[config.mk]
export PLATFORM = sky130hd
export DESIGN_NAME = expiring_timer_table
export DESIGN_NICKNAME = d
export VERILOG_FILES = /design/src/hw/rtl/ett_pkg.sv /design/src/hw/rtl/ett_front.sv /design/src/hw/rtl/ett_engine.sv /design/src/hw/rtl/expiring_timer_table.sv
export SDC_FILE = /design/constraint.sdc
export NUM_CORES = 2
export LEC_CHECK = 0
export BUFFER_PORTS_ARGS = -buffer_cell sky130_fd_sc_hd__buf_2
export CORE_UTILIZATION = 55
export DETAILED_ROUTE_END_ITERATION = 16
export PLACE_DENSITY_LB_ADDON = 0.2
export SLEW_MARGIN = 20
export SYNTH_ARGS = -nofsm -noshare
export SYNTH_HDL_FRONTEND = slang
export SYNTH_SLANG_ARGS = --single-unit
[constraint.sdc]
create_clock -name clk -period 16.27 [get_ports clk]
set_clock_uncertainty 0.15 [all_clocks]
set_input_delay 3.254 -clock clk [delete_from_list [all_inputs] [get_ports clk]]
set_output_delay 3.254 -clock clk [all_outputs]
set_load 0.02 [all_outputs]
[src/hw/rtl/ett_pkg.sv]
package ett_pkg;

	// Default table size and the most events one tick may fire.
	localparam int NumTimersDefault = 16;
	localparam int MaxResults       = 16;

	// Depth of the command queue between front and back, a power of two.
	localparam int QueueDepth = 2;

	// Input function codes.
	localparam logic FUNC_ADD  = 1'b0;
	localparam logic FUNC_TICK = 1'b1;

	// Result kind codes.
	localparam logic KIND_STATUS = 1'b0;
	localparam logic KIND_EVENT  = 1'b1;

	// Add status codes.
	localparam logic STATUS_OK   = 1'b0;
	localparam logic STATUS_FULL = 1'b1;

	typedef struct packed {
		logic        func;
		logic [31:0] duration;
		logic [7:0]  event_code;
	} req_t;

	typedef struct packed {
		logic       kind;
		logic       status;
		logic [7:0] fired_event;
		logic       last;
	} rsp_t;

	typedef enum logic {
		OP_ADD,
		OP_TICK
	} op_t;

	typedef struct packed {
		op_t         op;
		logic [31:0] duration;
		logic [7:0]  event_code;
	} cmd_t;

endpackage

[src/hw/rtl/ett_front.sv]
module ett_front
	import ett_pkg::*;
(
	input  logic clk,
	input  logic arst_n,
	input  logic req_valid,
	output logic req_ready,
	input  req_t req,
	output logic cmd_valid,
	input  logic cmd_ready,
	output cmd_t cmd
);

	localparam int PtrW  = (QueueDepth > 1) ? $clog2(QueueDepth) : 1;
	localparam int FillW = $clog2(QueueDepth + 1);

	cmd_t             queue_q [QueueDepth];
	logic [PtrW-1:0]  wr_ptr_q;
	logic [PtrW-1:0]  rd_ptr_q;
	logic [FillW-1:0] fill_q;
	cmd_t             cmd_in;
	logic             push;
	logic             pop;

	// Decode the function bit into a back-end operation.
	always_comb begin
		cmd_in.op         = (req.func == FUNC_TICK) ? OP_TICK : OP_ADD;
		cmd_in.duration   = req.duration;
		cmd_in.event_code = req.event_code;
	end

	assign req_ready = (fill_q != FillW'(QueueDepth));
	assign cmd_valid = (fill_q != '0);
	assign cmd       = queue_q[rd_ptr_q];
	assign push      = req_valid && req_ready;
	assign pop       = cmd_valid && cmd_ready;

	always_ff @(posedge clk or negedge arst_n) begin
		if (!arst_n) begin
			wr_ptr_q <= '0;
			rd_ptr_q <= '0;
			fill_q   <= '0;
		end else begin
			if (push) begin
				wr_ptr_q <= wr_ptr_q + PtrW'(1);
			end
			if (pop) begin
				rd_ptr_q <= rd_ptr_q + PtrW'(1);
			end
			if (push && !pop) begin
				fill_q <= fill_q + FillW'(1);
			end else if (pop && !push) begin
				fill_q <= fill_q - FillW'(1);
			end
		end
	end

	always_ff @(posedge clk) begin
		if (push) begin
			queue_q[wr_ptr_q] <= cmd_in;
		end
	end

endmodule

[src/hw/rtl/ett_engine.sv]
module ett_engine
	import ett_pkg::*;
#(
	parameter int NUM_TIMERS = NumTimersDefault
) (
	input  logic clk,
	input  logic arst_n,
	input  logic cmd_valid,
	output logic cmd_ready,
	input  cmd_t cmd,
	output logic rsp_valid,
	input  logic rsp_ready,
	output rsp_t rsp
);

	localparam int IW = (NUM_TIMERS > 1) ? $clog2(NUM_TIMERS) : 1;
	localparam int CW = $clog2(NUM_TIMERS + 1);
	localparam int FW = $clog2(MaxResults + 1);

	typedef struct packed {
		logic [31:0] start;
		logic [31:0] duration;
		logic [7:0]  event_code;
	} entry_t;

	typedef enum logic [1:0] {
		ST_IDLE,
		ST_SCAN,
		ST_FLUSH,
		ST_COMPACT
	} state_t;

	entry_t mem [NUM_TIMERS];
	entry_t rdata_q;

	state_t         state_q, state_d;
	logic [31:0]    now_q, now_d;
	logic [CW-1:0]  count_q, count_d;
	logic [IW-1:0]  idx_q, idx_d;
	logic [FW-1:0]  found_q, found_d;
	logic           pend_q, pend_d;
	logic [7:0]     pend_ev_q, pend_ev_d;
	logic [IW-1:0]  stop_idx_q, stop_idx_d;
	logic [CW-1:0]  w_q, w_d;
	rsp_t           out_q, out_d;
	logic           out_valid_q;
	logic           out_load;
	logic           out_free;

	logic           wr_en;
	logic [IW-1:0]  wr_addr;
	entry_t         wr_data;
	logic [IW-1:0]  rd_addr;

	logic [CW-1:0]  cnt_m1_full;
	logic [IW-1:0]  cnt_m1;
	logic [31:0]    elapsed;
	logic           expired;
	logic           gone;
	logic           done;

	assign out_free    = !out_valid_q || rsp_ready;
	assign rsp_valid   = out_valid_q;
	assign rsp         = out_q;
	assign cnt_m1_full = count_q - CW'(1);
	assign cnt_m1      = cnt_m1_full[IW-1:0];
	assign elapsed     = now_q - rdata_q.start;
	assign expired     = elapsed > rdata_q.duration;
	assign gone        = expired && (idx_q >= stop_idx_q);

	always_comb begin
		state_d    = state_q;
		now_d      = now_q;
		count_d    = count_q;
		idx_d      = idx_q;
		found_d    = found_q;
		pend_d     = pend_q;
		pend_ev_d  = pend_ev_q;
		stop_idx_d = stop_idx_q;
		w_d        = w_q;
		out_load   = 1'b0;
		out_d      = '0;
		cmd_ready  = 1'b0;
		wr_en      = 1'b0;
		wr_addr    = '0;
		wr_data    = '0;
		rd_addr    = '0;
		done       = 1'b0;

		case (state_q)
			ST_IDLE: begin
				if (cmd_valid) begin
					if (cmd.op == OP_ADD) begin
						if (out_free) begin
							cmd_ready  = 1'b1;
							out_load   = 1'b1;
							out_d.kind = KIND_STATUS;
							out_d.last = 1'b1;
							if (count_q == CW'(NUM_TIMERS)) begin
								out_d.status = STATUS_FULL;
							end else begin
								out_d.status       = STATUS_OK;
								wr_en              = 1'b1;
								wr_addr            = count_q[IW-1:0];
								wr_data.start      = now_q;
								wr_data.duration   = cmd.duration;
								wr_data.event_code = cmd.event_code;
								count_d            = count_q + CW'(1);
							end
						end
					end else begin
						cmd_ready = 1'b1;
						now_d     = now_q + 32'd1;
						found_d   = '0;
						pend_d    = 1'b0;
						if (count_q != '0) begin
							idx_d   = cnt_m1;
							rd_addr = cnt_m1;
							state_d = ST_SCAN;
						end
					end
				end
			end

			ST_SCAN: begin
				if (expired && pend_q && !out_free) begin
					// Hold the read so the same entry is presented again.
					rd_addr = idx_q;
				end else begin
					if (expired) begin
						if (pend_q) begin
							out_load          = 1'b1;
							out_d.kind        = KIND_EVENT;
							out_d.status      = STATUS_OK;
							out_d.fired_event = pend_ev_q;
							out_d.last        = 1'b0;
						end
						pend_d    = 1'b1;
						pend_ev_d = rdata_q.event_code;
						found_d   = found_q + FW'(1);
					end
					done = (idx_q == '0) ||
						(expired && (found_q + FW'(1) == FW'(MaxResults)));
					if (done) begin
						stop_idx_d = idx_q;
						state_d    = (pend_q || expired) ? ST_FLUSH : ST_IDLE;
					end else begin
						idx_d   = idx_q - IW'(1);
						rd_addr = idx_q - IW'(1);
					end
				end
			end

			ST_FLUSH: begin
				rd_addr = '0;
				if (out_free) begin
					out_load          = 1'b1;
					out_d.kind        = KIND_EVENT;
					out_d.status      = STATUS_OK;
					out_d.fired_event = pend_ev_q;
					out_d.last        = 1'b1;
					pend_d            = 1'b0;
					idx_d             = '0;
					w_d               = '0;
					state_d           = ST_COMPACT;
				end
			end

			ST_COMPACT: begin
				if (!gone) begin
					wr_en   = 1'b1;
					wr_addr = w_q[IW-1:0];
					wr_data = rdata_q;
					w_d     = w_q + CW'(1);
				end
				rd_addr = idx_q + IW'(1);
				if (idx_q == cnt_m1) begin
					count_d = gone ? w_q : (w_q + CW'(1));
					state_d = ST_IDLE;
				end else begin
					idx_d = idx_q + IW'(1);
				end
			end

			default: begin
				state_d = ST_IDLE;
			end
		endcase
	end

	always_ff @(posedge clk or negedge arst_n) begin
		if (!arst_n) begin
			state_q     <= ST_IDLE;
			now_q       <= '0;
			count_q     <= '0;
			idx_q       <= '0;
			found_q     <= '0;
			pend_q      <= 1'b0;
			pend_ev_q   <= '0;
			stop_idx_q  <= '0;
			w_q         <= '0;
			out_valid_q <= 1'b0;
			out_q       <= '0;
		end else begin
			state_q    <= state_d;
			now_q      <= now_d;
			count_q    <= count_d;
			idx_q      <= idx_d;
			found_q    <= found_d;
			pend_q     <= pend_d;
			pend_ev_q  <= pend_ev_d;
			stop_idx_q <= stop_idx_d;
			w_q        <= w_d;
			if (out_load) begin
				out_valid_q <= 1'b1;
				out_q       <= out_d;
			end else if (rsp_ready) begin
				out_valid_q <= 1'b0;
			end
		end
	end

	// Timer table: one write port and one registered read port.
	always_ff @(posedge clk) begin
		if (wr_en) begin
			mem[wr_addr] <= wr_data;
		end
		rdata_q <= mem[rd_addr];
	end

endmodule

[src/hw/rtl/expiring_timer_table.sv]
// Expiring timer table: a store of up to NUM_TIMERS one-shot millisecond timers.
// The request channel (req_valid, req_ready, req) carries add and tick beats.
// An add beat stores a duration and an event code stamped with the current
// millisecond count and is answered by one status beat on the response channel
// (rsp_valid, rsp_ready, rsp), with status full when every slot is taken.
// A tick beat advances the counter by one and scans the timers newest first;
// each timer whose elapsed time exceeds its duration fires one event beat and is
// removed. At most sixteen events fire per tick, and the final one carries last.
// Requests enter a two-deep command queue, so a few beats are taken while the
// engine is busy. An add passes through the queue and the response register,
// and the engine takes one add per cycle while the response side keeps up. A
// tick scans the table memory one entry per cycle unless a result stalls; when
// any timer fired, a flush state and a compaction pass close the gaps. A stall
// on the response side holds the engine at its next result, while the queue
// keeps taking requests until it is full.
// Reset clears the counter, the timer count and the queue; no clearing pass
// of the table memory is needed.
module expiring_timer_table
	import ett_pkg::*;
#(
	parameter int NUM_TIMERS = NumTimersDefault
) (
	input  logic clk,
	input  logic arst_n,
	input  logic req_valid,
	output logic req_ready,
	input  req_t req,
	output logic rsp_valid,
	input  logic rsp_ready,
	output rsp_t rsp
);

	logic cmd_valid;
	logic cmd_ready;
	cmd_t cmd;

	// Front end: decodes each request beat and queues it as a command.
	ett_front u_front (
		.clk       (clk),
		.arst_n    (arst_n),
		.req_valid (req_valid),
		.req_ready (req_ready),
		.req       (req),
		.cmd_valid (cmd_valid),
		.cmd_ready (cmd_ready),
		.cmd       (cmd)
	);

	// Back end: owns the timer table, the millisecond counter and the
	// response register.
	ett_engine #(
		.NUM_TIMERS (NUM_TIMERS)
	) u_engine (
		.clk       (clk),
		.arst_n    (arst_n),
		.cmd_valid (cmd_valid),
		.cmd_ready (cmd_ready),
		.cmd       (cmd),
		.rsp_valid (rsp_valid),
		.rsp_ready (rsp_ready),
		.rsp       (rsp)
	);

endmodule

==> results.json <==
{
  "met1Wirelength_um": 58200,
  "setup_violations": 0,
  "crit_buf_inv": 4,
  "timing_hold_violations_final": 0,
  "min_path_cells": 2,
  "p_sw_share_pct": 40.2,
  "placed_cell_area_um2": 58700,
  "synth_edf_count": 1234,
  "wl_um": 136000,
  "wl_met2_um": 65300,
  "p_leak_nw": 23.7,
  "post_layout_nonfiller_instances": 5716,
  "rows": 118,
  "port_buffers": 57,
  "yosysUniqueCellTypes": 72,
  "die-area_um2": 106000,
  "avgSynthCellArea_um2": 13.6,
  "fin_crit_sh_pct": 54.9,
  "vias_per_cell": 6.10,
  "grt-ovfl-total": 0,
  "yosysTopAreaCell": "edfxtp_1",
  "h-tree-depth": 4,
  "core_area_um2": 103000,
  "vias": 34800,
  "cpLargestDelayFamily": "simple AND/OR/NAND/NOR gates",
  "p_int_mw": 8.49,
  "start_kind": "register",
  "numCtsBuffers": 142,
  "finalPower_mw": 14.2,
  "dr.pass1.iters": 6,
  "diodes": 0,
  "cts_tree": "built",
  "netlist_area_um2": 57300,
  "highest_layer": "met4",
  "grt_setup_unrepaired": "no",
  "grt_max_degree": 209,
  "area_growth_pct": 10.8,
  "cp_max_fo": 39,
  "slew_headroom_pct": 17.5,
  "clock_latency_ns": 0.76,
  "clock.fmax_mhz": 112,
  "cp_slowest_cell": "buf_4",
  "cts_sinks": 1388,
  "arrival_ns": 9.16,
  "grt_pass1_vias": 33600,
  "ff2ff_path_depth": 28,
  "final_antenna_net_count": 0,
  "maxCapViolCount": 0,
  "drv_slew": 0,
  "synth.top_cells.by_area": "edfxtp_1 65%, nand2_1 6.1%, a32oi_1 4.4%",
  "fin_tns_setup_ns": 0,
  "cts_buffer_depth": 3,
  "clkPwrFrac_pct": 23.1,
  "die_y_um": 325,
  "hold_slack_ns": 0.333,
  "synth_seq_area_share_pct": 70.7,
  "crit_path_end_kind": "register",
  "final_cell_area_um2": 63500,
  "layout-drive-gt1-share_pct": 10.0,
  "num-nets-final": 4345,
  "synth_top_area_share_pct": 64.6,
  "start_util_pct": 55.4,
  "cts_resized": 0,
  "wl_per_cell_um": 23.8,
  "seqPwrFrac_pct": 33.1,
  "worst-setup-path-type": "reg2reg",
  "r2r-end": "u_engine.mem[0][70]",
  "crit_required_ns": 16.50,
  "synth_ff_type": "edfxtp_1",
  "powerDensity_nw_per_um2": 223,
  "reg2reg_slack_ns": 7.34,
  "power_frac_comb_pct": 43.8,
  "dieWidth_um": 325,
  "cts.clk_slew.worst_paths_ns": 0.06,
  "clock_tree.root_cell": "clkbuf_16",
  "synth_seq_cells": 1388,
  "antenna_found_initial": 0,
  "grt_pass1_wl_um": 205000,
  "ios": 58,
  "power_switching_mw": 5.70,
  "status": "finished, final reports clean",
  "hp-start": "u_engine.stop_idx_q[2]",
  "period_minus_slack_ns": 8.93,
  "place_hpwl_um": 74600,
  "postCtsHoldBufs": 0,
  "syn_inst": 4222,
  "drc": 0,
  "synthArstFlopShare_pct": 5.91,
  "first_iter_violations": 3535,
  "yosys_warnings": 0,
  "post-cts-setup-buffers": 0,
  "place.gp.congestion": 0.841,
  "crit_top_cell": "a21oi_1",
  "startpoint": "u_engine.now_q[0]",
  "dr_wl_met3_um": 8700,
  "regToRegStartpoint": "u_engine.now_q[0]",
  "groute.usage.overall_pct": 25.7,
  "placed_cells": 5453,
  "syn-num-nets": 4350,
  "worst_pin_slew_ns": 1.24,
  "peakVddDrop_uv": 259,
  "max_stage_delay_ns": 0.67,
  "holdPathEnd": "u_engine.stop_idx_q[2]",
  "hp-class": "reg2reg",
  "n_fill_cell": 7774
}
[cell type report]
| type | count | area, um2 | share of cell area, % |
|---|---|---|---|
| inverters | 87 | 327 | 0.514 |
| repair buffers | 120 | 811 | 1.28 |
| flip-flops and latches | 1388 | 40600 | 63.8 |
| well taps | 1380 | 1730 | 2.72 |
| clock buffers | 189 | 3910 | 6.15 |
| clock inverters | 74 | 842 | 1.33 |
| multi-input cells | 2478 | 15400 | 24.2 |
[power by group through the flow]
stage	logic [mW]	clock network [mW]	registers (mW)
2_1_floorplan	4.67	0	4.67
3_3_place_gp	6.08	0	4.76
3_5_place_dp	6.18	0	4.76
4_1_cts	6.22	3.33	4.69
5_1_grt	6.77	3.47	4.72
6_report	6.22	3.28	4.69
[worst max-delay path by stage]
stage	slack, ns	endpoint	cells after the start
after floorplan	4.91	u_engine.mem[0][0]	28
after global placement	7.39	u_engine.mem[0][65]	29
after detailed placement	7.38	u_engine.mem[0][65]	28
after CTS	7.32	u_engine.mem[0][70]	28
after global routing	6.72	u_engine.mem[0][70]	29
final	7.34	u_engine.mem[0][70]	28
[layout by cell type (no fill, tap or decap), types with 79 or more instances in the layout]
cell	synthesis	layout
nand2_1	937	937
inv_1	87	87
clkbuf_16	0	146
ha_1	82	81
a32oi_1	288	288
mux2i_1	221	221
edfxtp_1	1234	1234
a22oi_1	79	79
a21oi_1	341	340
dfrtp_1	82	81
nor2_1	147	115
[metal layers]
metal  up-vias  global-route usage [%]
li1      15800                       -
met1     17500                    35.8
met2      1258                    41.2
met3       233                    3.86
met4         0                    9.36
met5         -                       0
[registers in the layout, indices dropped and copies added (netlist names), named ones only]
signal / count
u_engine.now_q: 32
u_front.fill_q: 2
u_engine.rsp_valid: 1
u_engine.stop_idx_q: 4
u_engine.idx_q: 4
u_engine.w_q: 5
u_engine.state_q: 1
u_engine.pend_ev_q: 8
u_engine.rdata_q: 72
u_engine.rsp: 11
u_engine.count_q: 5
u_front.rd_ptr_q: 1
u_engine.pend_q: 1
u_engine.mem: 1152
u_front.wr_ptr_q: 1
u_engine.found_q: 5
u_front.queue_q: 82
[worst min-delay path: cells and delay by family, from the launching register on]
kind	cells	cell delay, ns
AO/OA/AOI/OAI	1	0.06
flip-flops	1	0.34
AND/OR/NAND/NOR	1	0.05
[metrics by stage]
step	util (%)	worst slack, ns
3_3_place_gp	56.8	7.39
3_5_place_dp	56.8	7.38
6_report	61.4	7.34
2_1_floorplan	-	4.91
5_1_grt	61.4	6.72
4_1_cts	61.3	7.32
[cell usage after synthesis (all sizes together), types with 3 or more instances]
cell / instances
a22oi: 79
o21ai: 37
inv: 87
o31ai: 4
o211ai: 7
nor3: 14
or2: 5
a32oi: 288
nand4: 14
nand3: 31
nand2: 937
mux2i: 221
a21oi: 342
nor2: 148
a21o: 16
xnor2: 49
and3: 9
and4: 3
and2: 8
a22o: 11
o21a: 6
a211oi: 9
a21boi: 6
ha: 82
nor2b: 9
buf: 173
o21bai: 5
o221ai: 4
mux2: 52
nand2b: 10
a31oi: 4
nor4: 4
xor2: 29
edfxtp: 1234
clkbuf: 96
a32o: 3
or3: 8
dfxtp: 72
dfrtp: 82
[kinds of logic after synthesis]
family                   synth area share [%]
flip-flops                               70.7
AND/OR/NAND/NOR                          8.42
multiplexers                             4.88
adder cells (fa/ha/maj)                  1.82
AO/OA/AOI/OAI                            10.1
XOR/XNOR                                 1.19
buffers and inverters                    2.90
Note: power is estimated with default switching activity, not from simulation.
